## src/design/knnv_pkg.sv

```systemverilog
// knnv_pkg: shared widths, constants, types and the byte vote function
// for the three-nearest-neighbor label vote block. No dependencies.
`timescale 1ns / 1ps

package knnv_pkg;

  // default configuration
  localparam int unsigned MaxRecords   = 1024;
  localparam int unsigned FeatureCount = 8;
  localparam int unsigned LabelChars   = 8;

  // fixed widths of the item fields
  localparam int unsigned MaxFeatures = 8;
  localparam int unsigned SlotCount   = 3;
  localparam int unsigned ScoreW      = 16;
  localparam int unsigned SqW         = 32;
  localparam int unsigned PairW       = 33;
  localparam int unsigned DistW       = 35;
  localparam int unsigned LabelW      = 64;
  localparam int unsigned CharW       = 8;
  localparam int unsigned OutIdxW     = 10;
  localparam int unsigned CountW      = 2;

  localparam logic [CharW-1:0]  NoMajority = 8'h78;
  localparam logic [DistW-1:0]  EmptyDist  = '1;
  localparam logic [CountW-1:0] CountFull  = 2'd3;
  localparam logic [CountW-1:0] CountTwo   = 2'd2;
  localparam logic [CountW-1:0] CountOne   = 2'd1;

  // one candidate record entering the ranking stage
  typedef struct packed {
    logic [DistW-1:0]   sqdist;
    logic [LabelW-1:0]  label;
    logic [OutIdxW-1:0] index;
    logic               consider;
    logic               last;
  } cand_t;

  // kept neighbors, slot 0 nearest
  typedef struct packed {
    logic [SlotCount-1:0][LabelW-1:0]  label;
    logic [SlotCount-1:0][OutIdxW-1:0] index;
    logic [CountW-1:0]                 count;
  } slots_t;

  // one result item
  typedef struct packed {
    logic [LabelW-1:0]  voted_label;
    logic [OutIdxW-1:0] nearest_index;
    logic [OutIdxW-1:0] second_index;
    logic [OutIdxW-1:0] third_index;
    logic [CountW-1:0]  neighbors_found;
  } result_t;

  // majority of one character position over the filled slots
  function automatic logic [CharW-1:0] vote_byte(input logic [CharW-1:0]  b0,
                                                 input logic [CharW-1:0]  b1,
                                                 input logic [CharW-1:0]  b2,
                                                 input logic [CountW-1:0] count);
    logic [CharW-1:0] v;
    v = NoMajority;
    if (count == CountFull) begin
      if (b0 == b1 || b0 == b2) v = b0;
      else if (b1 == b2)        v = b1;
      else                      v = NoMajority;
    end else if (count == CountTwo) begin
      v = (b0 == b1) ? b0 : NoMajority;
    end else if (count == CountOne) begin
      v = b0;
    end
    return v;
  endfunction

endpackage

```

## src/design/knnv_rank.sv

```systemverilog
// knnv_rank: keeps the three nearest records and inserts one candidate
// per cycle while fire_i is high; hands out the kept slots after a run's
// last record. Depends on knnv_pkg.
`timescale 1ns / 1ps

module knnv_rank (
  input  logic                clk_i,
  input  logic                rst_ni,
  input  logic                fire_i,
  input  knnv_pkg::cand_t     cand_i,
  output knnv_pkg::slots_t    post_o
);
  import knnv_pkg::*;

  logic [SlotCount-1:0][DistW-1:0]   dist_q, dist_d, dist_p;
  logic [SlotCount-1:0][LabelW-1:0]  label_q, label_d, label_p;
  logic [SlotCount-1:0][OutIdxW-1:0] index_q, index_d, index_p;
  logic [CountW-1:0]                 count_q, count_d, count_p;
  logic                              ins0, ins1, ins2;

  // where the candidate lands; slots stay sorted so ins0 implies ins1 implies ins2
  assign ins0 = cand_i.consider && (cand_i.sqdist < dist_q[0]);
  assign ins1 = cand_i.consider && (cand_i.sqdist < dist_q[1]);
  assign ins2 = cand_i.consider && (cand_i.sqdist < dist_q[2]);

  // shift and insert
  always_comb begin
    dist_p  = dist_q;
    label_p = label_q;
    index_p = index_q;
    count_p = count_q;
    if (ins0) begin
      dist_p[0] = cand_i.sqdist;  label_p[0] = cand_i.label;  index_p[0] = cand_i.index;
    end
    if (ins0) begin
      dist_p[1] = dist_q[0];      label_p[1] = label_q[0];    index_p[1] = index_q[0];
    end else if (ins1) begin
      dist_p[1] = cand_i.sqdist;  label_p[1] = cand_i.label;  index_p[1] = cand_i.index;
    end
    if (ins1) begin
      dist_p[2] = dist_q[1];      label_p[2] = label_q[1];    index_p[2] = index_q[1];
    end else if (ins2) begin
      dist_p[2] = cand_i.sqdist;  label_p[2] = cand_i.label;  index_p[2] = cand_i.index;
    end
    if (ins2 && count_q != CountFull) count_p = count_q + CountOne;
  end

  // next state: clear after the last record of a run
  always_comb begin
    dist_d  = dist_q;
    label_d = label_q;
    index_d = index_q;
    count_d = count_q;
    if (fire_i) begin
      if (cand_i.last) begin
        dist_d  = {SlotCount{EmptyDist}};
        label_d = '0;
        index_d = '0;
        count_d = '0;
      end else begin
        dist_d  = dist_p;
        label_d = label_p;
        index_d = index_p;
        count_d = count_p;
      end
    end
  end

  always_ff @(posedge clk_i or negedge rst_ni) begin
    if (!rst_ni) begin
      dist_q  <= {SlotCount{EmptyDist}};
      label_q <= '0;
      index_q <= '0;
      count_q <= '0;
    end else begin
      dist_q  <= dist_d;
      label_q <= label_d;
      index_q <= index_d;
      count_q <= count_d;
    end
  end

  assign post_o.label = label_p;
  assign post_o.index = index_p;
  assign post_o.count = count_p;

endmodule

```

## config.mk

```make
export PLATFORM = sky130hd
export DESIGN_NAME = knnv_rank
export DESIGN_NICKNAME = d
export VERILOG_FILES = /design/src/design/knnv_pkg.sv /design/src/design/knnv_rank.sv
export SDC_FILE = /design/constraint.sdc
export NUM_CORES = 1
export LEC_CHECK = 0
export ABC_AREA = 1
export BUFFER_PORTS_ARGS = -buffer_cell sky130_fd_sc_hd__buf_2
export CELL_PAD_IN_SITES_DETAIL_PLACEMENT = 0
export CELL_PAD_IN_SITES_GLOBAL_PLACEMENT = 2
export CORE_ASPECT_RATIO = 1.25
export CORE_MARGIN = 2
export CORE_UTILIZATION = 35
export CTS_CLUSTER_SIZE = 16
export DETAILED_ROUTE_END_ITERATION = 10
export PLACE_DENSITY = 0.89
export SLEW_MARGIN = 5
export SYNTH_ARGS = -nofsm -noshare
export SYNTH_HDL_FRONTEND = slang
export SYNTH_SLANG_ARGS = --single-unit
export TNS_END_PERCENT = 10
```

## constraint.sdc

```tcl
create_clock -name clk_i -period 4.6 [get_ports clk_i]
set_input_delay 0.46 -clock clk_i [delete_from_list [all_inputs] [get_ports clk_i]]
set_output_delay 0.46 -clock clk_i [all_outputs]
set_load 0.01 [all_outputs]
```

==> flow_results.org <==
** Synthesis
- Synthesis produced a netlist whose cell count is 3134.
- Synthesis produced a netlist with a net count of 3351.
- Portion of the post-synthesis area used by sequential elements :: 38.4%
- Cell area after synthesis :: roughly 0.022 mm²
- Number of synthesized register bits :: between 300 and 400
- In this run, synthesis inferred 0 flip-flops with an integrated enable.
- The biggest area contributor in the post-synthesis netlist is dfrtp_1.
- By count the netlist is led by nand2_1, nand3_1, inv_1.
- Most instantiated flip-flop cell in the synthesis netlist :: dfrtp_1
- Ranked by total cell area, the synthesized netlist is headed by dfrtp_1, nand2_1, nand3_1.
- Ys Warns :: 0
- nand2_1 is the most common cell in the netlist.
- Synth cell types :: 29
- For this run, asynchronously set or reset flops after synthesis account for 100%.
- A synthesized cell averages 6.94 µm².
- Share of Yosys cell area claimed by the top area cell type :: roughly 26%

** Floorplan
- Horiz. Die Dim :: between 200 and 250 µm
- The core region is between 0.06 and 0.07 mm².
- Starting density of the core :: 35.2%
- In this run the vertical extent of the chip is roughly 280 µm.
- After floorplanning, the core was divided into 102 placement rows.
- Total Die Area :: 0.0642 mm²
- In this run the count of I/O pins placed on the die edge is 338.

** Route
- Once detail routing completed, the nets flagged for antenna violations numbered 0.
- After the first detailed-routing iteration, the DRC count stood at 1910.
- For this run, design rule violations remaining after detail routing come to 0.
- First-pass iteration count of the detailed router :: 5
- Post-detailed-route wirelength per cell :: 18.7 µm
- Number of vias per cell :: between 5 and 6
- The final layout contains routed wiring with a total length of 78.9 mm.
- The routed layout has 21880 vias.

** GRT
- Pin count of the biggest net entering global routing :: 110
- The first global-routing pass estimated approximately 120 mm of wire.
- The number of antenna violations at the first check in global routing came to 4.
- Total global-route track usage :: 24.1%
- Remaining Overflow, GRT :: 0
- The number of global-route vias before repair was 21189.

** Placement
- Number of buffers added on ports :: between 300 and 400
- In this run the cell area measured after placement is 0.0241 mm².
- HPWL after detailed placement :: between 50 and 60 mm
- At the end of routability-driven placement, the weighted congestion stood at 0.864.
- In this run, placement finished with an instance count of 4144.
- Worst slack at placement :: 0.578 ns

** Timing
- Measured against its own limit, the worst slew margin works out to 21.4%.
- Fin Setup TNS :: 0 ns
- For the pin with the worst max-slew slack, the measured transition is 1.18 ns.
- Clock period minus worst slack :: 4.37 ns
- Setup Viol. Count Final :: 0
- The final-report hold violation count came to 0.
- Between clock sinks in the finished design, the worst skew comes to 0.0119 ns.
- Setup repair after global routing left no endpoint under its margin.
- Final Max Tran Viols :: 0
- Final period util :: 95.1%
- For this run, the top clock speed supported by timing is 229 MHz.
- Across all setup checks in the final design, the least slack found is roughly 0.23 ns.

** Worst setup path
- The most numerous cell type found on the critical path is a21oi_1.
- On the worst path, the slowest cell contributes a delay of 0.54 ns.
- In this run the critical register-to-register path is launched from dist_q[65].
- Crit Path Max Fanout :: 49
- Family with the most delay on the worst path :: simple AND/OR/NAND/NOR gates
- Cells along the critical path :: inv_1 -> ha_1 -> a21oi_1 -> o21ai_0 -> a21oi_1 -> nand2_1 -> nor2_4 -> nand2_8 -> buf_4 -> or2_2 -> and2_1 -> buf_2
- The worst setup path is launched from a flip-flop.
- The worst register-to-register path ends at dist_q[66].
- Critical path endpoint category :: output pin
- The slowest stage of the critical path belongs to the cell dfstp_2.
- Together, buffers and inverters on the worst path number 3.
- Register-to-Register Path Depth :: 14
- The worst register-to-register path has a setup slack of 0.61 ns.
- Crit path kind :: flip-flop to output pin
- At the worst endpoint, the required time is 4.14 ns.
- Data arrives at the worst endpoint at 3.91 ns.

** Power
- The analysis attributes to net switching a power of roughly 0.004 W.
- Post-route total power :: about 0.011 W
- Cell internal power dissipation :: ~0.0066 W
- Summed over all cells, the static leakage comes to 13.7 nW.
- Sequential cells account for 35.0% of the total power.
- Per report_power, the combinational group accounts for 35.8% of the total.
- VDD IR max :: approximately 0.2 mV
- Pwr/cell area :: 419 mW/mm²
- In this run switching power makes up about 38% of total power.
- In this run, the clock network consumes 29.2% of the power.

** Clocking
- In this run, CTS created clock tree buffers numbering 40.
- The clock passes through at most 3 buffers.
- TritonCTS Sinks :: 329
- After clock tree synthesis, the clock-pin slew on the worst setup and hold paths is 0.06 ns.
- Deepest level of the CTS H-tree :: 2
- Clock tree synthesis selected as its root buffer the cell clkbuf_16.
- Clock tree from TritonCTS :: yes
- Clock Latency Late Sink :: 0.56 ns

** Layout
- Final #Nets :: 3573
- The area growth from synthesis to layout is 16.5%.
- For this run, the number of standard cells in the final layout without fillers is 4214.
- Fin area :: 0.0254 mm²
- Fraction of final layout cells sized beyond drive strength 1 :: 17.3%

** Flow run
- Maxcap violations :: 0

** Hold path
- Path type of the worst min-delay path :: input port to flip-flop
- Startpoint of the worst hold path :: cand_i[85]
- Instance count along the most critical hold path :: 5
- Worst-case hold path end point :: dist_q[79]

** Run status
- The flow ran to the end, and the final reports show no timing, DRC or antenna violations.
sequential cells by signal, indices dropped and copies added, names as in the netlist:
register  cells
label_q     192
dist_q      105
index_q      30
count_q       2
power groups by stage:
| stage | sequential (W) | combinational (W) | clock [W] |
|---|---|---|---|
| 2_1_floorplan | 0.00369 | 0.00242 | 0 |
| 3_3_place_gp | 0.00374 | 0.00376 | 0 |
| 3_5_place_dp | 0.00376 | 0.00381 | 0 |
| 4_1_cts | 0.00372 | 0.00383 | 0.00320 |
| 5_1_grt | 0.00378 | 0.00428 | 0.00331 |
| 6_report | 0.00372 | 0.00381 | 0.00310 |
worst max path at each step:
stage | from | end | slack [ns] | cells past startpoint
2_1_floorplan | dist_q[34] | post_o[100] | 1.88 | 13
3_3_place_gp | cand_i[106] | dist_q[66] | 0.57 | 14
3_5_place_dp | cand_i[106] | dist_q[66] | 0.58 | 14
4_1_cts | dist_q[69] | post_o[153] | 0.06 | 15
5_1_grt | dist_q[69] | post_o[196] | 0.04 | 14
6_report | dist_q[65] | post_o[218] | 0.23 | 12
cells in the final DEF (no fill, tap or decap), types with 2 or more instances in the layout:
cell type / synthesis / layout
nand2_1: 1055 / 1052
nand3_1: 561 / 561
buf_2: 81 / 336
inv_1: 288 / 287
dfrtp_1: 224 / 224
o21ai_0: 158 / 158
and2_1: 149 / 149
dfstp_2: 105 / 105
ha_1: 103 / 103
a21oi_1: 78 / 77
or2_0: 50 / 50
nand4_1: 46 / 46
clkbuf_16: 0 / 41
nor3_1: 36 / 36
nor2_1: 32 / 30
buf_4: 6 / 29
or2_2: 24 / 24
clkbuf_8: 0 / 11
clkbuf_1: 91 / 11
buf_12: 0 / 11
a21o_1: 5 / 5
inv_2: 6 / 5
nand2_4: 0 / 4
nor2_4: 0 / 3
o21a_1: 3 / 3
nand2_2: 4 / 3
clkinv_2: 0 / 3
diode_2: 0 / 2
cell type report:
class / instances / area, µm²
diodes: 2 / 5.00
clock buffers: 63 / 1220
clock inverters: 3 / 15.0
fillers: 6611 / 36400
inverters: 294 / 1110
multi-input cells: 2312 / 11400
flip-flops and latches: 329 / 8360
well taps: 832 / 1040
repair buffers: 379 / 2160
worst register-to-register path, cell delays in order (launching register included):
cell	delay (ns)
dfstp_2	0.54
inv_1	0.04
ha_1	0.28
a21oi_1	0.19
o21ai_0	0.13
a21oi_1	0.31
nand2_1	0.20
nor2_4	0.35
nand2_4	0.42
buf_4	0.37
nand3_1	0.11
nand2_2	0.07
inv_2	0.57
nand2_1	0.23
nand2_1	0.11
what timing repair did:
item                       CTS  global route
gates resized for setup      0             1
buffers inserted             0             0
setup endpoints to repair    0            80
hold endpoints to repair    36             0
hold buffers                 1             0
metrics by stage:
stage	hold WS (ns)	util (%)
finish	0.288	41.0
global route	0.289	41.0
CTS	0.252	41.0
detailed placement	0.457	39.0
global placement	0.455	39.0
floorplan	0.164	-
metal layers:
metal  GRT usage [%]  share of wire [%]  up-vias
met5               0              0.028        -
met4            9.13                3.7        4
met3            3.93                6.2      143
met2            40.7                 48      765
met1            30.8                 42    10464
li1                -                  -    10504
cells by family (layout without fill, tap and decap cells):
logic type / count (synthesis) / count (layout) / synth area share (%)
and+or+nand+nor: 1961 / 1962 / 40.5
DFF: 329 / 329 / 38.4
buffers and inverters: 494 / 739 / 9.33
AOI/OAI and AO/OA: 247 / 247 / 5.80
adders and majority gates: 103 / 103 / 5.92
other: 0 / 2 / 0
No activity file was read; power rests on OpenSTA's default activity.
