### config.mk
export PLATFORM = sky130hd
export DESIGN_NAME = knnv_lane
export DESIGN_NICKNAME = d
export VERILOG_FILES = /design/src/design/knnv_pkg.sv /design/src/design/knnv_lane.sv
export SDC_FILE = /design/constraint.sdc
export NUM_CORES = 1
export LEC_CHECK = 0
export BUFFER_PORTS_ARGS = -buffer_cell sky130_fd_sc_hd__buf_4
export CORE_UTILIZATION = 65
export DETAILED_ROUTE_END_ITERATION = 8
export PLACE_DENSITY = 0.85
export SETUP_SLACK_MARGIN = 0.3
export SLEW_MARGIN = 20
export SYNTH_ARGS = -nofsm -noshare
export SYNTH_HDL_FRONTEND = slang
export SYNTH_SLANG_ARGS = --single-unit
export TNS_END_PERCENT = 50
### constraint.sdc
create_clock -name clk_i -period 20.1 [get_ports clk_i]
set_input_delay 5.025 -clock clk_i [delete_from_list [all_inputs] [get_ports clk_i]]
set_output_delay 5.025 -clock clk_i [all_outputs]
set_load 0.1 [all_outputs]
### src/design/knnv_pkg.sv
// knnv_pkg: shared widths, constants, types and the byte vote function
// for the three-nearest-neighbor label vote block. No dependencies.
`timescale 1ns / 1ps

package knnv_pkg;

  // default configuration
  localparam int unsigned MaxRecords   = 1024;
  localparam int unsigned FeatureCount = 8;
  localparam int unsigned LabelChars   = 8;

  // fixed widths of the item fields
  localparam int unsigned MaxFeatures = 8;
  localparam int unsigned SlotCount   = 3;
  localparam int unsigned ScoreW      = 16;
  localparam int unsigned SqW         = 32;
  localparam int unsigned PairW       = 33;
  localparam int unsigned DistW       = 35;
  localparam int unsigned LabelW      = 64;
  localparam int unsigned CharW       = 8;
  localparam int unsigned OutIdxW     = 10;
  localparam int unsigned CountW      = 2;

  localparam logic [CharW-1:0]  NoMajority = 8'h78;
  localparam logic [DistW-1:0]  EmptyDist  = '1;
  localparam logic [CountW-1:0] CountFull  = 2'd3;
  localparam logic [CountW-1:0] CountTwo   = 2'd2;
  localparam logic [CountW-1:0] CountOne   = 2'd1;

  // one candidate record entering the ranking stage
  typedef struct packed {
    logic [DistW-1:0]   sqdist;
    logic [LabelW-1:0]  label;
    logic [OutIdxW-1:0] index;
    logic               consider;
    logic               last;
  } cand_t;

  // kept neighbors, slot 0 nearest
  typedef struct packed {
    logic [SlotCount-1:0][LabelW-1:0]  label;
    logic [SlotCount-1:0][OutIdxW-1:0] index;
    logic [CountW-1:0]                 count;
  } slots_t;

  // one result item
  typedef struct packed {
    logic [LabelW-1:0]  voted_label;
    logic [OutIdxW-1:0] nearest_index;
    logic [OutIdxW-1:0] second_index;
    logic [OutIdxW-1:0] third_index;
    logic [CountW-1:0]  neighbors_found;
  } result_t;

  // majority of one character position over the filled slots
  function automatic logic [CharW-1:0] vote_byte(input logic [CharW-1:0]  b0,
                                                 input logic [CharW-1:0]  b1,
                                                 input logic [CharW-1:0]  b2,
                                                 input logic [CountW-1:0] count);
    logic [CharW-1:0] v;
    v = NoMajority;
    if (count == CountFull) begin
      if (b0 == b1 || b0 == b2) v = b0;
      else if (b1 == b2)        v = b1;
      else                      v = NoMajority;
    end else if (count == CountTwo) begin
      v = (b0 == b1) ? b0 : NoMajority;
    end else if (count == CountOne) begin
      v = b0;
    end
    return v;
  endfunction

endpackage

### src/design/knnv_lane.sv
// knnv_lane: one feature lane, absolute difference to the query score
// squared and registered. Depends on knnv_pkg.
`timescale 1ns / 1ps

module knnv_lane (
  input  logic                       clk_i,
  input  logic                       en_i,
  input  logic [knnv_pkg::ScoreW-1:0] score_i,
  input  logic [knnv_pkg::ScoreW-1:0] query_i,
  output logic [knnv_pkg::SqW-1:0]    sq_o
);
  import knnv_pkg::*;

  logic [ScoreW-1:0] diff;
  logic [SqW-1:0]    sq_d, sq_q;

  // absolute difference and square
  assign diff = (score_i >= query_i) ? (score_i - query_i) : (query_i - score_i);
  assign sq_d = SqW'(diff) * SqW'(diff);

  // stage register
  always_ff @(posedge clk_i) begin
    if (en_i) sq_q <= sq_d;
  end

  assign sq_o = sq_q;

endmodule

==> qor.txt, run 1 <==
Ys Warns -> 0
htree depth -> 2
CTS tree -> built
commonest non-fill, non-tap cell in the layout -> inv_1
Hold WS -> 5190 ps
Routed WL per cell -> 16.4 microns
IO Port Bufs -> 64
slowest CP cell -> nor4_1
Final Slew Violations -> 0
commonest non-fill, non-tap cells in the layout -> inv_1, fa_1, ha_1, nand2_1, nor2_1
Cells after Synth -> 1085
area grow syn2layout -> 7.39%
area of the multi-input gates -> 7620 sq um
post-layout min period -> 14430 ps
min-delay worst type -> primary input to register
share of post-route cells with drive strength above 1 -> 9.97%
root buffer cell -> clkbuf_16
drt via density -> 5.71
final-report setup violation count -> 0
mux contribution to synthesized area -> 0.884%
Top Family by Delay on Critical Path -> adder cells
xor/xnor cell area share of the yosys netlist -> 5.43%
drt pass-1 iters -> 5
Hold Path Origin -> en_i
max incr delay on CP -> 650 ps
PostCTS Resize Cnt -> 0
CTS Sinks -> 31
syn_area_per_cell -> 9.01 sq um
max-cap viol count -> 0
post-synthesis sequential area ratio -> 9.53%
largest cells by area after synthesis -> fa_1, ha_1, inv_1, edfxtp_1, nand2_1
period utilisation layout -> 71.8%
Die ar. -> 15500 sq um
hold buffer count at cts -> 0
Worst EP required -> 20140 ps
gr usage total -> 29.0%
post-synthesis compound-gate area fraction -> 11.3%
RSZ-0062 raised after global routing -> no
clk buf depth -> 2
CTS buffer count -> 5
Post-DRT Antenna Nets -> 0
crit-path max FO -> 19
core area -> 14600 sq um
CP arrival -> 14470 ps
Synth top area share -> 33.6%
Critical Path Start -> score_i[0]
DRC viols -> 0
standard-cell rows -> 44
ys flop type -> edfxtp_1
Relative slew margins -> 34.9%
total number of vias -> 7515
adder-cell share of the synthesized area -> 50.1%
outcome -> finished, final reports clean
n_diodes -> 0
Layout Nets -> 1459
Post-Syn Nets -> 1412
total grt overflow -> 0
Synth cell types -> 63
register area -> 931 sq um
FILL cells -> 1073
Die H -> 125 microns
vias in the first global route -> 7929
cell mode on critical path -> inv_1
Critical Path Start Type -> primary input
Initial Util -> 67.0%
die width -> 125 microns
combinational family with the most area after synthesis -> adder cells
largest net degree at the start of global routing -> 32
# IOs -> 66
Total Wirelength -> 21600 microns
max reg flops -> 31
leading area contributor after synthesis -> fa_1
Clk pin slew, worst setup/hold paths -> 60 ps
setup_tns -> 0 ps
post-DP HPWL -> 17900 microns
mapped cell area -> 9770 sq um
CP Capture Type -> register
Fmax -> 69.3 MHz
Setup Buffers After CTS -> 0
Yosys reg bits -> 31
Simple-Gate Fraction of Synth Area -> 10.2%
worst slew pin tran -> 974 ps
Post-synth EDFFs -> 31
first-pass GRT wire length -> 36200 microns
asr flop ratio synth -> 0%
initial antenna violation count -> 0
CP bufs+invs -> 13
final hold violations -> 0
routability cong. -> 0.966
detailed router's first-iteration violation count -> 471
worst setup path class -> primary input to register
-- per-layer routing --
metal / vias up / wire, microns / GRT usage [%]
li1: 3462 / - / -
met1: 3683 / 8410 / 34.5
met2: 289 / 11000 / 51.9
met3: 81 / 1290 / 4.38
met4: 0 / 929 / 12.9
met5: - / 0 / 0
-- stage by stage --
step | utilization [%] | std cells | instance area [sq um] | setup WS (ps)
floorplan | - | 1085 | 9770 | 6860
global placement | 71.0 | 1309 | 10400 | 5870
detailed placement | 71.0 | 1309 | 10400 | 5520
CTS | 71.9 | 1317 | 10500 | 5800
global route | 71.9 | 1317 | 10500 | 5300
finish | 71.9 | 1317 | 10500 | 5670
-- synth_stat cells (all sizes together) (7+ instances only) --
cell and number:
a211oi 10, a21o 19, a21oi 63, a31oi 8
buf 13, clkbuf 16, edfxtp 31, fa 164
ha 129, inv 280, nand2 88, nand2b 9
nand3 9, nor2 85, nor2b 9, nor3 10
o21ai 23, o21bai 8, o31ai 7, xnor2 36
xor2 16
-- final cells by class --
cell class / count / area share [%]
repair buffers: 69 / 4.94
inverters: 280 / 10.0
clock buffers: 6 / 1.23
flip-flops and latches: 31 / 8.87
multi-input cells: 745 / 72.6
clock inverters: 2 / 0.119
well taps: 184 / 2.19
-- worst paths after layout --
path  slack (ps)  cells past startpoint                  to
min         5190                      1   sq_o[5]$_DFFE_PP_
max         5670                     36  sq_o[30]$_DFFE_PP_
-- logic make-up (layout without fill, tap and decap cells) --
| family | count (synthesis) | count (layout) |
|---|---|---|
| flip-flops | 31 | 31 |
| AND/OR/NAND/NOR | 228 | 228 |
| buffers and inverters | 309 | 357 |
| adder cells (fa/ha/maj) | 293 | 293 |
| XOR/XNOR | 52 | 52 |
| other | 1 | 1 |
| AO/OA/AOI/OAI | 163 | 163 |
| multiplexers | 8 | 8 |
Power of run 1 is left out: the tool's default activity adds up to more than one toggle a clock period on the data nets, which glitch-free logic cannot reach.
==> inputs of run 2 (changes only) <==
--- a/config.mk
+++ b/config.mk
@@ -6,9 +6,9 @@
 export NUM_CORES = 1
 export LEC_CHECK = 0
 export BUFFER_PORTS_ARGS = -buffer_cell sky130_fd_sc_hd__buf_4
-export CORE_UTILIZATION = 65
+export CORE_UTILIZATION = 58
 export DETAILED_ROUTE_END_ITERATION = 8
-export PLACE_DENSITY = 0.85
+export PLACE_DENSITY = 0.8
 export SETUP_SLACK_MARGIN = 0.3
 export SLEW_MARGIN = 20
 export SYNTH_ARGS = -nofsm -noshare
==> constraint.sdc (replaced) <==
create_clock -name clk_i -period 12.9 [get_ports clk_i]
set_input_delay 3.225 -clock clk_i [delete_from_list [all_inputs] [get_ports clk_i]]
set_output_delay 3.225 -clock clk_i [all_outputs]
set_load 0.1 [all_outputs]
==> run 2 against run 1 <==
  * Final area rose by 1.1%
  * Global-route usage fell by 3.9 points
  * Flip-flop and latch count did not move
==> qor.txt, run 2 (synthesis results as in run 1) <==
outcome -> finished, final reports clean
slowest CP cell -> a211oi_1
final worst slack -> 736 ps
final hold violations -> 0
drt via density -> 5.40
max reg flops -> 31
clk buf depth -> 2
setup_tns -> 0 ps
Top Family by Delay on Critical Path -> adder cells
Die ar. -> 17400 sq um
Total Wirelength -> 20800 microns
Final Slew Violations -> 0
worst setup path class -> primary input to register
CTS Sinks -> 31
PostCTS Resize Cnt -> 0
Critical Path Start Type -> primary input
CP arrival -> 12200 ps
Hold Path Origin -> en_i
Initial Util -> 59.1%
post-DP HPWL -> 18000 microns
drt pass-1 iters -> 5
Routed WL per cell -> 15.3 microns
Clk pin slew, worst setup/hold paths -> 50 ps
final-report setup violation count -> 0
Fmax -> 82.2 MHz
period utilisation layout -> 94.3%
Setup Buffers After CTS -> 0
die width -> 132 microns
worst slew pin tran -> 673 ps
max incr delay on CP -> 590 ps
vias in the first global route -> 7627
root buffer cell -> clkbuf_16
commonest non-fill, non-tap cells in the layout -> inv_1, fa_1, ha_1, nand2_1, nor2_1
CP Capture Type -> register
standard-cell rows -> 47
CP bufs+invs -> 10
post-layout min period -> 12160 ps
min-delay worst type -> primary input to register
largest net degree at the start of global routing -> 32
total number of vias -> 7353
CTS buffer count -> 5
total grt overflow -> 0
initial antenna violation count -> 0
detailed router's first-iteration violation count -> 412
first-pass GRT wire length -> 34900 microns
hold buffer count at cts -> 0
htree depth -> 2
gr usage total -> 25.2%
core area -> 16500 sq um
# IOs -> 66
commonest non-fill, non-tap cell in the layout -> inv_1
Post-DRT Antenna Nets -> 0
Layout Nets -> 1469
area grow syn2layout -> 8.54%
Critical Path Start -> score_i[0]
n_diodes -> 0
DRC viols -> 0
WHS Endpoint -> sq_o[20]$_DFFE_PP_
Die H -> 132 microns
share of post-route cells with drive strength above 1 -> 10.7%
pre-CTS setup slack -> 525 ps
Worst EP required -> 12940 ps
crit-path max FO -> 11
CTS tree -> built
max-cap viol count -> 0
Relative slew margins -> 54.9%
RSZ-0062 raised after global routing -> no
Cells on Worst Hold Path -> 1
IO Port Bufs -> 64
routability cong. -> 0.928
## run 2: final cells by class
| class | count | area (sq um) |
|---|---|---|
| repair buffers | 79 | 593 |
| well taps | 220 | 275 |
| inverters | 280 | 1050 |
| multi-input cells | 745 | 7620 |
| clock inverters | 2 | 8.76 |
| flip-flops and latches | 31 | 931 |
| clock buffers | 5 | 125 |
| fillers | 1385 | 5920 |
## run 2: per-layer routing
metal  up-vias  track usage, %  share of wire, %
li1       3491               -                 -
met1      3571            31.9                41
met2       250            44.4                51
met3        41            3.96               5.8
met4         0            7.43               2.4
met5         -               0                 0
## run 2: through the flow
stage                     hold WS, ps  std cells  util, %  area (sq um)
after floorplan                  3340       1085        -          9770
after CTS                        3410       1362     64.2         10600
after global routing             3430       1362     64.2         10600
after detailed placement         3700       1355     63.4         10500
after global placement           3700       1355     63.4         10500
final                            3410       1362     64.2         10600
## run 2: worst max path at each step
stage	end	slack, ps	depth (start not counted)
5_1_grt	sq_o[30]$_DFFE_PP_	350	35
2_1_floorplan	sq_o[30]$_DFFE_PP_	1460	33
3_3_place_gp	sq_o[30]$_DFFE_PP_	720	35
6_report	sq_o[30]$_DFFE_PP_	740	35
4_1_cts	sq_o[30]$_DFFE_PP_	790	35
3_5_place_dp	sq_o[30]$_DFFE_PP_	520	35
Power of run 2 is left out for the same reason.
==> inputs of run 3 (changes only) <==
--- a/config.mk
+++ b/config.mk
@@ -6,9 +6,10 @@
 export NUM_CORES = 1
 export LEC_CHECK = 0
 export BUFFER_PORTS_ARGS = -buffer_cell sky130_fd_sc_hd__buf_4
-export CORE_UTILIZATION = 58
+export CORE_MARGIN = 4
+export CORE_UTILIZATION = 64
 export DETAILED_ROUTE_END_ITERATION = 8
-export PLACE_DENSITY = 0.8
+export PLACE_DENSITY = 0.84
 export SETUP_SLACK_MARGIN = 0.3
 export SLEW_MARGIN = 20
 export SYNTH_ARGS = -nofsm -noshare
==> constraint.sdc (replaced) <==
create_clock -name clk_i -period 11.85 [get_ports clk_i]
set_input_delay 2.37 -clock clk_i [delete_from_list [all_inputs] [get_ports clk_i]]
set_output_delay 2.37 -clock clk_i [all_outputs]
set_load 0.1 [all_outputs]
==> run 3 against run 2 <==
  * Non-clock buffer count increased by 2
  * First-iteration DRC count increased by 20%
  * Core utilization increased by 7.5 points
  * Worst hold slack got worse by 870 ps
  * Sequential share of layout area about the same
  * Flip-flop and latch count unchanged
  * Critical path depth unchanged
  * Die area decreased by 0.35%
  * Setup slack got worse by 64 ps
  * Highest routed layer unchanged
  * Critical path type unchanged
  * Global-route usage decreased by 0.13 points
  * Final cell count decreased by 2.4%
  * Via count increased by 1.6%
==> qor.txt, run 3 (synthesis results as in run 1) <==
top sig layer -> met4
core area -> 14800 sq um
Die ar. -> 17300 sq um
Fmax -> 89.5 MHz
htree depth -> 2
total grt overflow -> 0
max reg flops -> 31
root buffer cell -> clkbuf_16
first-pass GRT wire length -> 35700 microns
Relative slew margins -> 56.6%
die width -> 132 microns
Clk pin slew, worst setup/hold paths -> 50 ps
non-filler cells, final -> 1329
area grow syn2layout -> 8.31%
routability cong. -> 0.981
Critical Path Start Type -> primary input
met3 routed WL -> 1350 microns
largest net degree at the start of global routing -> 32
gr usage total -> 25.0%
PostCTS Resize Cnt -> 0
initial antenna violation count -> 0
CP arrival -> 11220 ps
CP Capture Type -> register
crit-path max FO -> 14
Inst Count DP -> 1321
final-report setup violation count -> 0
met2 WL post-DR -> 10800 microns
max-cap viol count -> 0
share of post-route cells with drive strength above 1 -> 10.9%
Total Wirelength -> 21300 microns
clk buf depth -> 2
max incr delay on CP -> 560 ps
hold buffer count at cts -> 0
Worst EP required -> 11890 ps
setup_tns -> 0 ps
Routed WL per cell -> 16.0 microns
Die H -> 132 microns
Initial Util -> 66.2%
min-delay worst type -> primary input to register
slowest CP cell -> fa_1
worst setup path class -> primary input to register
worst slew pin tran -> 648 ps
post-layout min period -> 11180 ps
CTS Sinks -> 31
period utilisation layout -> 94.3%
Setup Buffers After CTS -> 0
CTS tree -> built
post-DP HPWL -> 18000 microns
drt pass-1 iters -> 5
final hold violations -> 0
commonest non-fill, non-tap cell in the layout -> inv_1
outcome -> finished, final reports clean
standard-cell rows -> 44
n_diodes -> 0
Hold WS -> 2540 ps
Post-DRT Antenna Nets -> 0
Layout Nets -> 1471
CTS buffer count -> 5
vias in the first global route -> 7718
commonest non-fill, non-tap cells in the layout -> inv_1, fa_1, ha_1, nand2_1, nor2_1
Final Slew Violations -> 0
RSZ-0062 raised after global routing -> no
total number of vias -> 7468
drt via density -> 5.62
wl on met1 -> 8260 microns
# IOs -> 66
DRC viols -> 0
detailed router's first-iteration violation count -> 494
IO Port Bufs -> 64
run 3: cell count changes in the layout (fill, tap and decap cells not counted):
| cell | before | now |
|---|---|---|
| clkinvlp_4 | 0 | 1 |
| clkinv_1 | 1 | 0 |
| buf_4 | 79 | 81 |
| clkbuf_1 | 0 | 1 |
run 3: through the flow:
| step | cell area [sq um] | utilization, % | worst slack (ps) |
|---|---|---|---|
| detailed placement | 10400 | 70.8 | 518 |
| finish | 10600 | 71.7 | 671 |
| global route | 10600 | 71.7 | 302 |
| global placement | 10400 | 70.8 | 717 |
| CTS | 10600 | 71.7 | 767 |
| floorplan | 9770 | - | 1270 |
run 3: final timing paths:
path,start,end,slack (ps),cells past startpoint
max,score_i[0],sq_o[30]$_DFFE_PP_,670,35
min,en_i,sq_o[28]$_DFFE_PP_,2540,1
run 3: final cells by class:
cell class              count  area [sq um]
flip-flops and latches     31           931
repair buffers             81           608
fillers                  1077          4170
well taps                 184           230
multi-input cells         745          7620
clock inverters             2          12.5
clock buffers               6           129
inverters                 280          1050
run 3: layer usage:
metal	GRT usage, %	vias to the layer above
met5	0	-
met4	10.9	0
met3	3.98	70
met2	43.5	286
met1	31.1	3624
li1	-	3488
run 3: worst max-delay path: cells and delay by family:
family                     cells  cell delay [ps]
xor gates and xnor gates       2              600
and+or+nand+nor                3              420
AOI/OAI and AO/OA             12             3000
buffers and inverters          9              960
adders and majority gates      9             3850
Power of run 3 is left out for the same reason.
