$ cat config.mk
export PLATFORM = sky130hd
export DESIGN_NAME = knnv_vote
export DESIGN_NICKNAME = d
export VERILOG_FILES = /design/src/design/knnv_pkg.sv /design/src/design/knnv_vote.sv
export SDC_FILE = /design/constraint.sdc
export NUM_CORES = 1
export LEC_CHECK = 0
export BUFFER_PORTS_ARGS = -buffer_cell sky130_fd_sc_hd__buf_2
export CAP_MARGIN = 30
export CORE_ASPECT_RATIO = 1.75
export CORE_MARGIN = 4
export CORE_UTILIZATION = 39
export CTS_CLUSTER_SIZE = 8
export DETAILED_ROUTE_END_ITERATION = 10
export PLACE_DENSITY = 0.72
export SYNTH_ARGS = -nofsm -noshare
export SYNTH_HDL_FRONTEND = slang
export SYNTH_SLANG_ARGS = --single-unit
$ cat constraint.sdc
create_clock -name clk_i -period 4.4 [get_ports clk_i]
set_clock_uncertainty 0.2 [all_clocks]
set_input_delay 0.88 -clock clk_i [delete_from_list [all_inputs] [get_ports clk_i]]
set_output_delay 0.88 -clock clk_i [all_outputs]
set_load 0.05 [all_outputs]
$ cat src/design/knnv_pkg.sv
// knnv_pkg: shared widths, constants, types and the byte vote function
// for the three-nearest-neighbor label vote block. No dependencies.
`timescale 1ns / 1ps

package knnv_pkg;

  // default configuration
  localparam int unsigned MaxRecords   = 1024;
  localparam int unsigned FeatureCount = 8;
  localparam int unsigned LabelChars   = 8;

  // fixed widths of the item fields
  localparam int unsigned MaxFeatures = 8;
  localparam int unsigned SlotCount   = 3;
  localparam int unsigned ScoreW      = 16;
  localparam int unsigned SqW         = 32;
  localparam int unsigned PairW       = 33;
  localparam int unsigned DistW       = 35;
  localparam int unsigned LabelW      = 64;
  localparam int unsigned CharW       = 8;
  localparam int unsigned OutIdxW     = 10;
  localparam int unsigned CountW      = 2;

  localparam logic [CharW-1:0]  NoMajority = 8'h78;
  localparam logic [DistW-1:0]  EmptyDist  = '1;
  localparam logic [CountW-1:0] CountFull  = 2'd3;
  localparam logic [CountW-1:0] CountTwo   = 2'd2;
  localparam logic [CountW-1:0] CountOne   = 2'd1;

  // one candidate record entering the ranking stage
  typedef struct packed {
    logic [DistW-1:0]   sqdist;
    logic [LabelW-1:0]  label;
    logic [OutIdxW-1:0] index;
    logic               consider;
    logic               last;
  } cand_t;

  // kept neighbors, slot 0 nearest
  typedef struct packed {
    logic [SlotCount-1:0][LabelW-1:0]  label;
    logic [SlotCount-1:0][OutIdxW-1:0] index;
    logic [CountW-1:0]                 count;
  } slots_t;

  // one result item
  typedef struct packed {
    logic [LabelW-1:0]  voted_label;
    logic [OutIdxW-1:0] nearest_index;
    logic [OutIdxW-1:0] second_index;
    logic [OutIdxW-1:0] third_index;
    logic [CountW-1:0]  neighbors_found;
  } result_t;

  // majority of one character position over the filled slots
  function automatic logic [CharW-1:0] vote_byte(input logic [CharW-1:0]  b0,
                                                 input logic [CharW-1:0]  b1,
                                                 input logic [CharW-1:0]  b2,
                                                 input logic [CountW-1:0] count);
    logic [CharW-1:0] v;
    v = NoMajority;
    if (count == CountFull) begin
      if (b0 == b1 || b0 == b2) v = b0;
      else if (b1 == b2)        v = b1;
      else                      v = NoMajority;
    end else if (count == CountTwo) begin
      v = (b0 == b1) ? b0 : NoMajority;
    end else if (count == CountOne) begin
      v = b0;
    end
    return v;
  endfunction

endpackage

$ cat src/design/knnv_vote.sv
// knnv_vote: holds the kept slots of a finished run and forms the
// per-character majority label. Depends on knnv_pkg.
`timescale 1ns / 1ps

module knnv_vote #(
  parameter int unsigned LABEL_CHARS = knnv_pkg::LabelChars
) (
  input  logic              clk_i,
  input  logic              rst_ni,
  input  logic              load_i,
  input  logic              take_i,
  input  knnv_pkg::slots_t  snap_i,
  output logic              valid_o,
  output knnv_pkg::result_t result_o
);
  import knnv_pkg::*;

  slots_t             snap_q;
  logic               valid_q, valid_d;
  logic [LabelW-1:0]  voted;

  // snapshot register
  always_ff @(posedge clk_i) begin
    if (load_i) snap_q <= snap_i;
  end

  assign valid_d = load_i ? 1'b1 : (take_i ? 1'b0 : valid_q);

  always_ff @(posedge clk_i or negedge rst_ni) begin
    if (!rst_ni) valid_q <= 1'b0;
    else         valid_q <= valid_d;
  end

  // per-character vote, bytes above the label length read zero
  always_comb begin
    voted = '0;
    for (int c = 0; c < LABEL_CHARS; c++) begin
      voted[c*CharW +: CharW] = vote_byte(snap_q.label[0][c*CharW +: CharW],
                                          snap_q.label[1][c*CharW +: CharW],
                                          snap_q.label[2][c*CharW +: CharW],
                                          snap_q.count);
    end
  end

  assign valid_o                  = valid_q;
  assign result_o.voted_label     = voted;
  assign result_o.nearest_index   = snap_q.index[0];
  assign result_o.second_index    = snap_q.index[1];
  assign result_o.third_index     = snap_q.index[2];
  assign result_o.neighbors_found = snap_q.count;

endmodule

==> summary by stage, run 1 <==
Worst setup path
Tracing the worst setup path back leads to its startpoint at snap_q[120]. Traced cell by cell, the critical path runs through xor2_1 -> nor4_1 -> nand4_1 -> nor3_2 -> a22o_1 -> buf_2. The highest-delay cell along the critical path is sky130_fd_sc_hd__nor3_2. Measured in cells, the most critical reg-to-reg path has a length of 1.

The required time of the worst setup path is 3.32 ns. The worst setup path is captured at an output port. The startpoint identified for the worst register-to-register timing path is valid_o.

The signal arrival time at the worst endpoint is 2.61 ns. The worst register-to-register path ends at valid_o. The start-to-end type of the worst setup path is reg2out. The reg-to-reg setup timing slack is 3.51 ns. The critical-path maximum fanout is 8. In this design, the stage delay of the slowest critical-path cell is 0.46 ns.

STA classifies the critical path startpoint as a register.

Logic synthesis
The netlist area before placement is 0.01005 mm2. Summing the sequential cell areas from Yosys gives 67.16% of the chip area. The cell taking the most area after synthesis is sky130_fd_sc_hd__edfxtp_1. The number of synthesis warnings is 0. Sorting the synthesized cells by area gives the leading types as sky130_fd_sc_hd__edfxtp_1 67%, sky130_fd_sc_hd__xnor2_1 12%, sky130_fd_sc_hd__xor2_1 4.6%.

The fraction of synthesis flops using an asynchronous set or reset pin is 0.4444%. The predominant post-synthesis flop cell is sky130_fd_sc_hd__edfxtp_1. Synthesis produced a netlist with a net count of 882.

The synthesized instance count is 654. A synthesized cell averages 15.37 um2. The leading cell type by number of instances after synthesis is sky130_fd_sc_hd__edfxtp_1. Counting instances in the post-synthesis netlist gives the leading cell types as 224 x sky130_fd_sc_hd__edfxtp_1, 139 x sky130_fd_sc_hd__xnor2_1, 53 x sky130_fd_sc_hd__xor2_1. The count of distinct cell types in the synthesized netlist is 24. The top cell type by area accounts for 66.91% of the synthesized area. Counting flops and latches in the post-synthesis netlist gives 225.

The number of synthesized flops with an enable pin is 224.

Detailed routing
The detail route stage leaves a number of antenna-violating nets equal to 0. The initial detailed-routing violation count is 272. The per-cell routed wire length is 19.56 um. The number of detailed-route iterations in the first pass is 4. In the routed design, unresolved DRC markers number 0. The total wire length after detailed routing is 25.72 mm. The number of vias in the routed layout is 6458. The mean number of vias per cell is 4.911.

Finish
The final layout contains 1212 nets. The final standard cell area without fillers is 0.01281 mm2. Of the cells placed in the final design, the portion with a size suffix greater than 1 is 37.94%. From synthesis to final layout, the design area changed by 27.40%.

Clock network
TritonCTS built the clock tree. The clock transition at the registers of the reported paths is 0.04 ns. The clock reaches the later pin of the worst-skew pair after 0.48 ns.

The number of buffers added by the clock tree synthesis step is 34. The clock passes through at most 3 buffers. The tree is rooted in a sky130_fd_sc_hd__clkbuf_16. The number of levels the H-tree was split into is 2.

The clock drives 225 sinks.

Floorplan
The die area is 0.02851 mm2. The floorplan core area is 0.02534 mm2. During I/O placement, the number of pins put on the boundary was 325.

In this run the core area contains 77 standard-cell rows. The floorplan step set the die height to 220.4 um. The starting density of the core is 39.68%. The chip width is 129.4 um.

STA
For the pin with the worst max-slew slack, the measured transition is 0.9844 ns. The number of hold-slack violations in the final timing report was 0. Setup repair after global routing left no endpoint under its margin. Summed over all failing endpoints, the final setup total negative slack is 0 ns. The ratio of final minimum period to clock period is 83.95%.

The max-slew violation count came to 0. Static timing analysis puts the maximum clock frequency at 0.2707 GHz. The worst pin sits at a relative slew slack of 34.37%. The final critical-path required period is 3.694 ns. Setup violations remaining at the end of the flow were counted as 0.

Global routing
Entering global routing, the biggest net connects 122 pins. The first global-routing pass estimated 37.20 mm of wire. The residual overflow from global routing is 0.

The via count of the first global-routing pass came to 6947. Global routing used 17.41% of the available tracks. The initial antenna violation count is 13.

Hold path
The tightest min-delay check is of the reg2reg type. For hold timing, the worst endpoint is valid_o. The hold-critical path depth is 1. The launch instance of the worst min-delay path is valid_o.

Power
The total chip power is 0.005780 W. For this design the static power due to leakage is 4.977 nW. The worst ir drop on vdd is 0.0004345 V. The power per cell area is 451.3 mW/mm2.

Status
The run finished with clean final reports.

Run
The reported max-cap violation count is 0.

Placed design
The last weighted congestion value of the routability-driven placer is 0.8903. The total cell area at the placement stage is 0.01186 mm2. The number of port buffers is 324.

Detailed placement ended at an HPWL of 19.77 mm.
[final cells by class]
| class | count | area [um2] |
|---|---|---|
| fill | 2195 | 12530 |
| sequential | 225 | 6751 |
| clock buffer | 41 | 898.4 |
| antenna | 8 | 20.02 |
| clock inverter | 2 | 17.52 |
| timing repair buffer | 331 | 1698 |
| multi-input combinational | 363 | 2919 |
| tap | 316 | 395.4 |
| inverter | 29 | 108.9 |
[critical path: cells and delay by family (launching register included)]
| family | cells | cell delay [ns] |
|---|---|---|
| flip-flops | 1 | 0.44 |
| buffers and inverters | 1 | 0.27 |
| XOR/XNOR | 1 | 0.18 |
| AO/OA/AOI/OAI | 1 | 0.26 |
| AND/OR/NAND/NOR | 3 | 0.97 |
[metrics by stage]
stage	cells	hold WS [ns]	setup slack, ns	util [%]
2_1_floorplan	654	0.3844	1.318	-
3_3_place_gp	1263	0.2614	1.229	46.82
3_5_place_dp	1263	0.2716	1.196	46.82
4_1_cts	1307	0.2832	0.6512	50.47
5_1_grt	1313	0.3412	0.5351	50.53
6_report	1315	0.3190	0.7061	50.55
[power breakdown]
part           leakage (nW)  internal (W)  switching, W  total, W
combinational          2.33      0.000329      0.000477  0.000806
clock                 0.447       0.00141      0.000839   0.00225
sequential             2.20       0.00257      0.000157   0.00272
[cells by family (layout without fill, tap and decap cells)]
group | count (synthesis) | in the layout | share of synthesized area [%]
xor+xnor | 192 | 192 | 16.73
flops | 225 | 225 | 67.16
other cells | 0 | 8 | 0
simple gates | 82 | 82 | 4.966
compound gates | 89 | 89 | 7.343
buf+inv | 66 | 403 | 3.808
[routing by layer]
layer | routed length (um) | vias up | part of all wire (%) | GRT usage, %
met1 | 8525 | 3035 | 33 | 17.27
li1 | - | 3090 | - | -
met5 | 90 | - | 0.35 | 0
met4 | 929 | 14 | 3.6 | 8.094
met3 | 1915 | 70 | 7.4 | 5.604
met2 | 14260 | 249 | 55 | 32.32
[sequential cells by signal, summed over array words and instances (netlist names)]
name / flops
result_o: 32
valid_o: 1
snap_q: 192
[what timing repair did]
action                     CTS  global route
hold buffers                 1             0
hold endpoints to repair     1             0
setup endpoints to repair    0             0
resized for setup            0             0
buffers inserted             0             0
[how the worst max path moves through the flow]
stage | end | slack, ns | depth (start not counted)
floorplan | result_o[67] | 1.32 | 4
global placement | result_o[57] | 1.23 | 6
detailed placement | result_o[57] | 1.20 | 6
CTS | result_o[57] | 0.65 | 6
global route | result_o[39] | 0.54 | 6
finish | result_o[57] | 0.71 | 6
[placed cells by master, fill, tap and decap left out]
master	synthesis	layout
sky130_fd_sc_hd__a21o_1	1	1
sky130_fd_sc_hd__a22o_1	40	40
sky130_fd_sc_hd__a22oi_1	8	8
sky130_fd_sc_hd__a2bb2oi_1	28	28
sky130_fd_sc_hd__and2_0	1	1
sky130_fd_sc_hd__buf_12	0	1
sky130_fd_sc_hd__buf_2	1	323
sky130_fd_sc_hd__buf_4	33	5
sky130_fd_sc_hd__clkbuf_1	1	6
sky130_fd_sc_hd__clkbuf_16	0	35
sky130_fd_sc_hd__clkbuf_8	0	1
sky130_fd_sc_hd__clkinv_4	0	1
sky130_fd_sc_hd__dfrtp_1	1	1
sky130_fd_sc_hd__diode_2	0	8
sky130_fd_sc_hd__dlygate4sd3_1	0	1
sky130_fd_sc_hd__edfxtp_1	224	224
sky130_fd_sc_hd__inv_1	29	29
sky130_fd_sc_hd__inv_6	0	1
sky130_fd_sc_hd__nand3_1	2	2
sky130_fd_sc_hd__nand4_1	39	39
sky130_fd_sc_hd__nor2_1	16	16
sky130_fd_sc_hd__nor3_1	7	7
sky130_fd_sc_hd__nor3_2	7	7
sky130_fd_sc_hd__nor4_1	8	8
sky130_fd_sc_hd__nor4_2	1	1
sky130_fd_sc_hd__o21ai_0	8	8
sky130_fd_sc_hd__o22a_1	4	4
sky130_fd_sc_hd__or4_4	1	1
sky130_fd_sc_hd__xnor2_1	139	139
sky130_fd_sc_hd__xor2_1	53	53
No activity file was read; power rests on OpenSTA's default activity.
==> run 2: changes to the inputs <==
==> constraint.sdc (replaced) <==
create_clock -name clk_i -period 3.85 [get_ports clk_i]
set_clock_uncertainty 0.2 [all_clocks]
set_input_delay 0.77 -clock clk_i [delete_from_list [all_inputs] [get_ports clk_i]]
set_output_delay 0.77 -clock clk_i [all_outputs]
set_load 0.05 [all_outputs]
==> run 2 against run 1 <==
Effect of this change:
- cell area grew 0.53%
- via count grew 0.99%
- final cell count shrank 0.38%
- critical endpoint is now result_o[87]
==> summary by stage, run 2 (synthesis gave the netlist of run 1 again) <==
STA
The max-slew violation count is 0. The smallest clock period supported by the final layout is computed as 3.657 ns. The ratio of final minimum period to clock period is 94.99%. Setup repair after global routing left no endpoint under its margin. The number of hold-slack violations in the final timing report is 0. The number of setup violations in the final report is 0.

Headroom to the max-slew limit came out at 53.87%. For the pin with the worst max-slew slack, the measured transition is 0.6920 ns. The maximum frequency from static timing analysis is 0.2734 GHz. In the final timing run, aggregate negative setup slack is 0 ns.

Power
Power spread over the standard cell area amounts to 516.8 mW/mm2. Summed over all cells, the static leakage comes to 5.007 nW. The internal cell power is 0.004986 W. In this run, the combinational gates consume 14.0% of the power.

The sequential fraction of design power is 46.7%. The clock group share of total power is 39.3%. Net switching is 25.06% of the power.

The worst-case IR drop observed on VDD is 0.0004439 V. In this run the power spent charging and discharging nets is 0.001668 W.

Worst setup path
The highest-delay cell along the critical path is sky130_fd_sc_hd__nor3_2. STA classifies the critical path startpoint as a register. The source of the critical timing path is snap_q[144].

The critical path goes through xor2_1 -> nor4_1 -> nand4_1 -> nor3_2 -> a22o_1 -> buf_2. The critical path ends at result_o[87]. The required time of the worst setup path is 2.88 ns. The longest individual stage delay on the worst path is 0.53 ns. Data on the critical path arrives at its endpoint at 2.69 ns. The endpoint identified for the worst register-to-register timing path is valid_o. STA classifies the critical path endpoint as an output port.

The worst setup path is of the reg2out kind. The path depth of the worst reg2reg path is 1. The reg-to-reg setup timing slack is 2.99 ns. Of all nets on the critical path, the largest fanout is 8.

The startpoint of the lowest-slack register-to-register path is valid_o.

Detailed routing
The mean number of vias per cell is 4.979. The count of nets left with antenna violations once routing finished came out at 0. The final routed DRC violation total is 0. The number of detailed-route iterations in the first pass is 5.

The initial detailed-routing violation count is 231. The total wire length after detailed routing is 25.16 mm. The number of vias in the routed layout is 6522. The per-cell routed wire length is 19.20 um.

Clock network
Clock latency on the worst-skew pair, taken at its later pin, is 0.48 ns. For this design, the sink count on the clock tree is 225. The H-tree was split into 2 levels. The number of buffers added by the clock tree synthesis step is 34. The clock tree from TritonCTS is built. The cell sitting at the root of the clock tree is a sky130_fd_sc_hd__clkbuf_16.

The total of cells resized after clock tree synthesis is 0. In this run the deepest clock path goes through 3 buffers. Clock-pin slew was measured on the worst setup and hold paths at 0.05 ns.

Hold path
Along the worst hold path, the cell count comes to 1. The type of the tightest min-delay check is in2reg.

Finish
Relative to the synthesized area, the layout overhead comes to 28.08%. In the layout the commonest cells are 321 x sky130_fd_sc_hd__buf_2, 224 x sky130_fd_sc_hd__edfxtp_1, 139 x sky130_fd_sc_hd__xnor2_1. The flip-flop count of the largest register after layout is 192. For this run, the number of standard cells in the final layout without fillers is 1310.

Leaving out fill and tap cells, the most frequent cell in the layout is sky130_fd_sc_hd__buf_2. The count of nets after finishing is 1213. The register with the most flip-flops is snap_q. The layout cell share with drive strength beyond 1 is 38.26%.

Run
Max-cap violations in this run came to 0.

Floorplan
The floorplan step defined a die boundary enclosing 0.02851 mm2. The chip width is 129.4 um. The number of top-level pins is 325. The height of the die is 220.4 um. The region available for standard cell placement spans 0.02534 mm2. The count of standard-cell rows is 77. For this configuration, the core starts out at a cell density of 39.68%.

Placed design
Routability-driven placement finished with a final weighted congestion of 0.8402. After detailed placement, the design holds a cell count of 1264. The detailed placement HPWL is 19.73 mm. The count of buffers added on input and output ports is 324.

Status
The flow ran to the end, and the final reports show no timing, DRC or antenna violations.

Global routing
The global-route wire length before repair is 36.77 mm. The via count of the first global-routing pass is 7017. The initial antenna violation count came to 20. Entering global routing, the biggest net connects 89 pins.

Global routing used 17.16% of the available tracks. The residual overflow from global routing is 0.
==> run 2: changes by cell type in the layout (fill, tap and decap cells not counted) <==
cell and delta:
sky130_fd_sc_hd__inv_6 -1, sky130_fd_sc_hd__clkbuf_1 -5, sky130_fd_sc_hd__diode_2 -2, sky130_fd_sc_hd__clkbuf_16 +2, sky130_fd_sc_hd__buf_2 -2, sky130_fd_sc_hd__buf_12 +3
==> run 2: per-stage QoR <==
| stage | worst slack [ns] | utilization [%] | area (um2) | hold WS, ns | total power (W) |
|---|---|---|---|---|---|
| 6_report | 0.1930 | 50.82 | 12880 | 0.2466 | 0.006654 |
| 5_1_grt | 0.007614 | 50.81 | 12870 | 0.2195 | 0.006926 |
| 4_1_cts | 0.1308 | 50.76 | 12860 | 0.2165 | 0.006739 |
| 3_5_place_dp | 0.6777 | 47.02 | 11910 | 0.2711 | 0.004089 |
| 3_3_place_gp | 0.6691 | 47.02 | 11910 | 0.2610 | 0.004076 |
| 2_1_floorplan | 0.8778 | - | 10050 | 0.2744 | 0.003759 |
==> run 2: critical path, delay by kind of cell, from the launching register on <==
kind	cells	cell delay [ns]
buffers and inverters	1	0.29
DFF	1	0.44
xor gates and xnor gates	1	0.18
and+or+nand+nor	3	1.00
AOI/OAI and AO/OA	1	0.29
==> run 2: layer usage <==
layer	track usage (%)	vias up	wire, um
met3	7.053	83	2315
li1	-	3090	-
met5	0	-	181
met1	15.77	3062	7747
met4	8.514	28	975
met2	31.86	259	13940
==> run 2: power groups by stage <==
stage	Sequential [W]	Clock, W	Combinational, W
after floorplan	0.00312	0	0.000641
after global placement	0.00314	0	0.000933
after detailed placement	0.00315	0	0.000938
after CTS	0.00311	0.00269	0.000943
after global routing	0.00313	0.00280	0.000997
final	0.00311	0.00261	0.000932
==> run 2: repair_timing <==
action,4_1_cts,5_1_grt
buffers inserted,0,0
endpoints found under the hold margin,1,0
hold buffers,1,0
==> run 2: how the worst min path moves through the flow <==
stage | startpoint | end | slack, ns
6_report | snap_i[150] | snap_q[150] | 0.25
5_1_grt | snap_i[212] | snap_q[212] | 0.22
4_1_cts | snap_i[154] | snap_q[154] | 0.22
3_5_place_dp | valid_o | valid_o | 0.27
3_3_place_gp | valid_o | valid_o | 0.26
2_1_floorplan | rst_ni | valid_o | 0.27
==> run 2: final cells by class <==
class / count / area (um2)
sequential: 225 / 6751
clock inverter: 1 / 8.758
fill: 2176 / 12460
antenna: 6 / 15.01
inverter: 29 / 108.9
tap: 316 / 395.4
clock buffer: 38 / 929.6
multi-input combinational: 363 / 2919
timing repair buffer: 332 / 1748
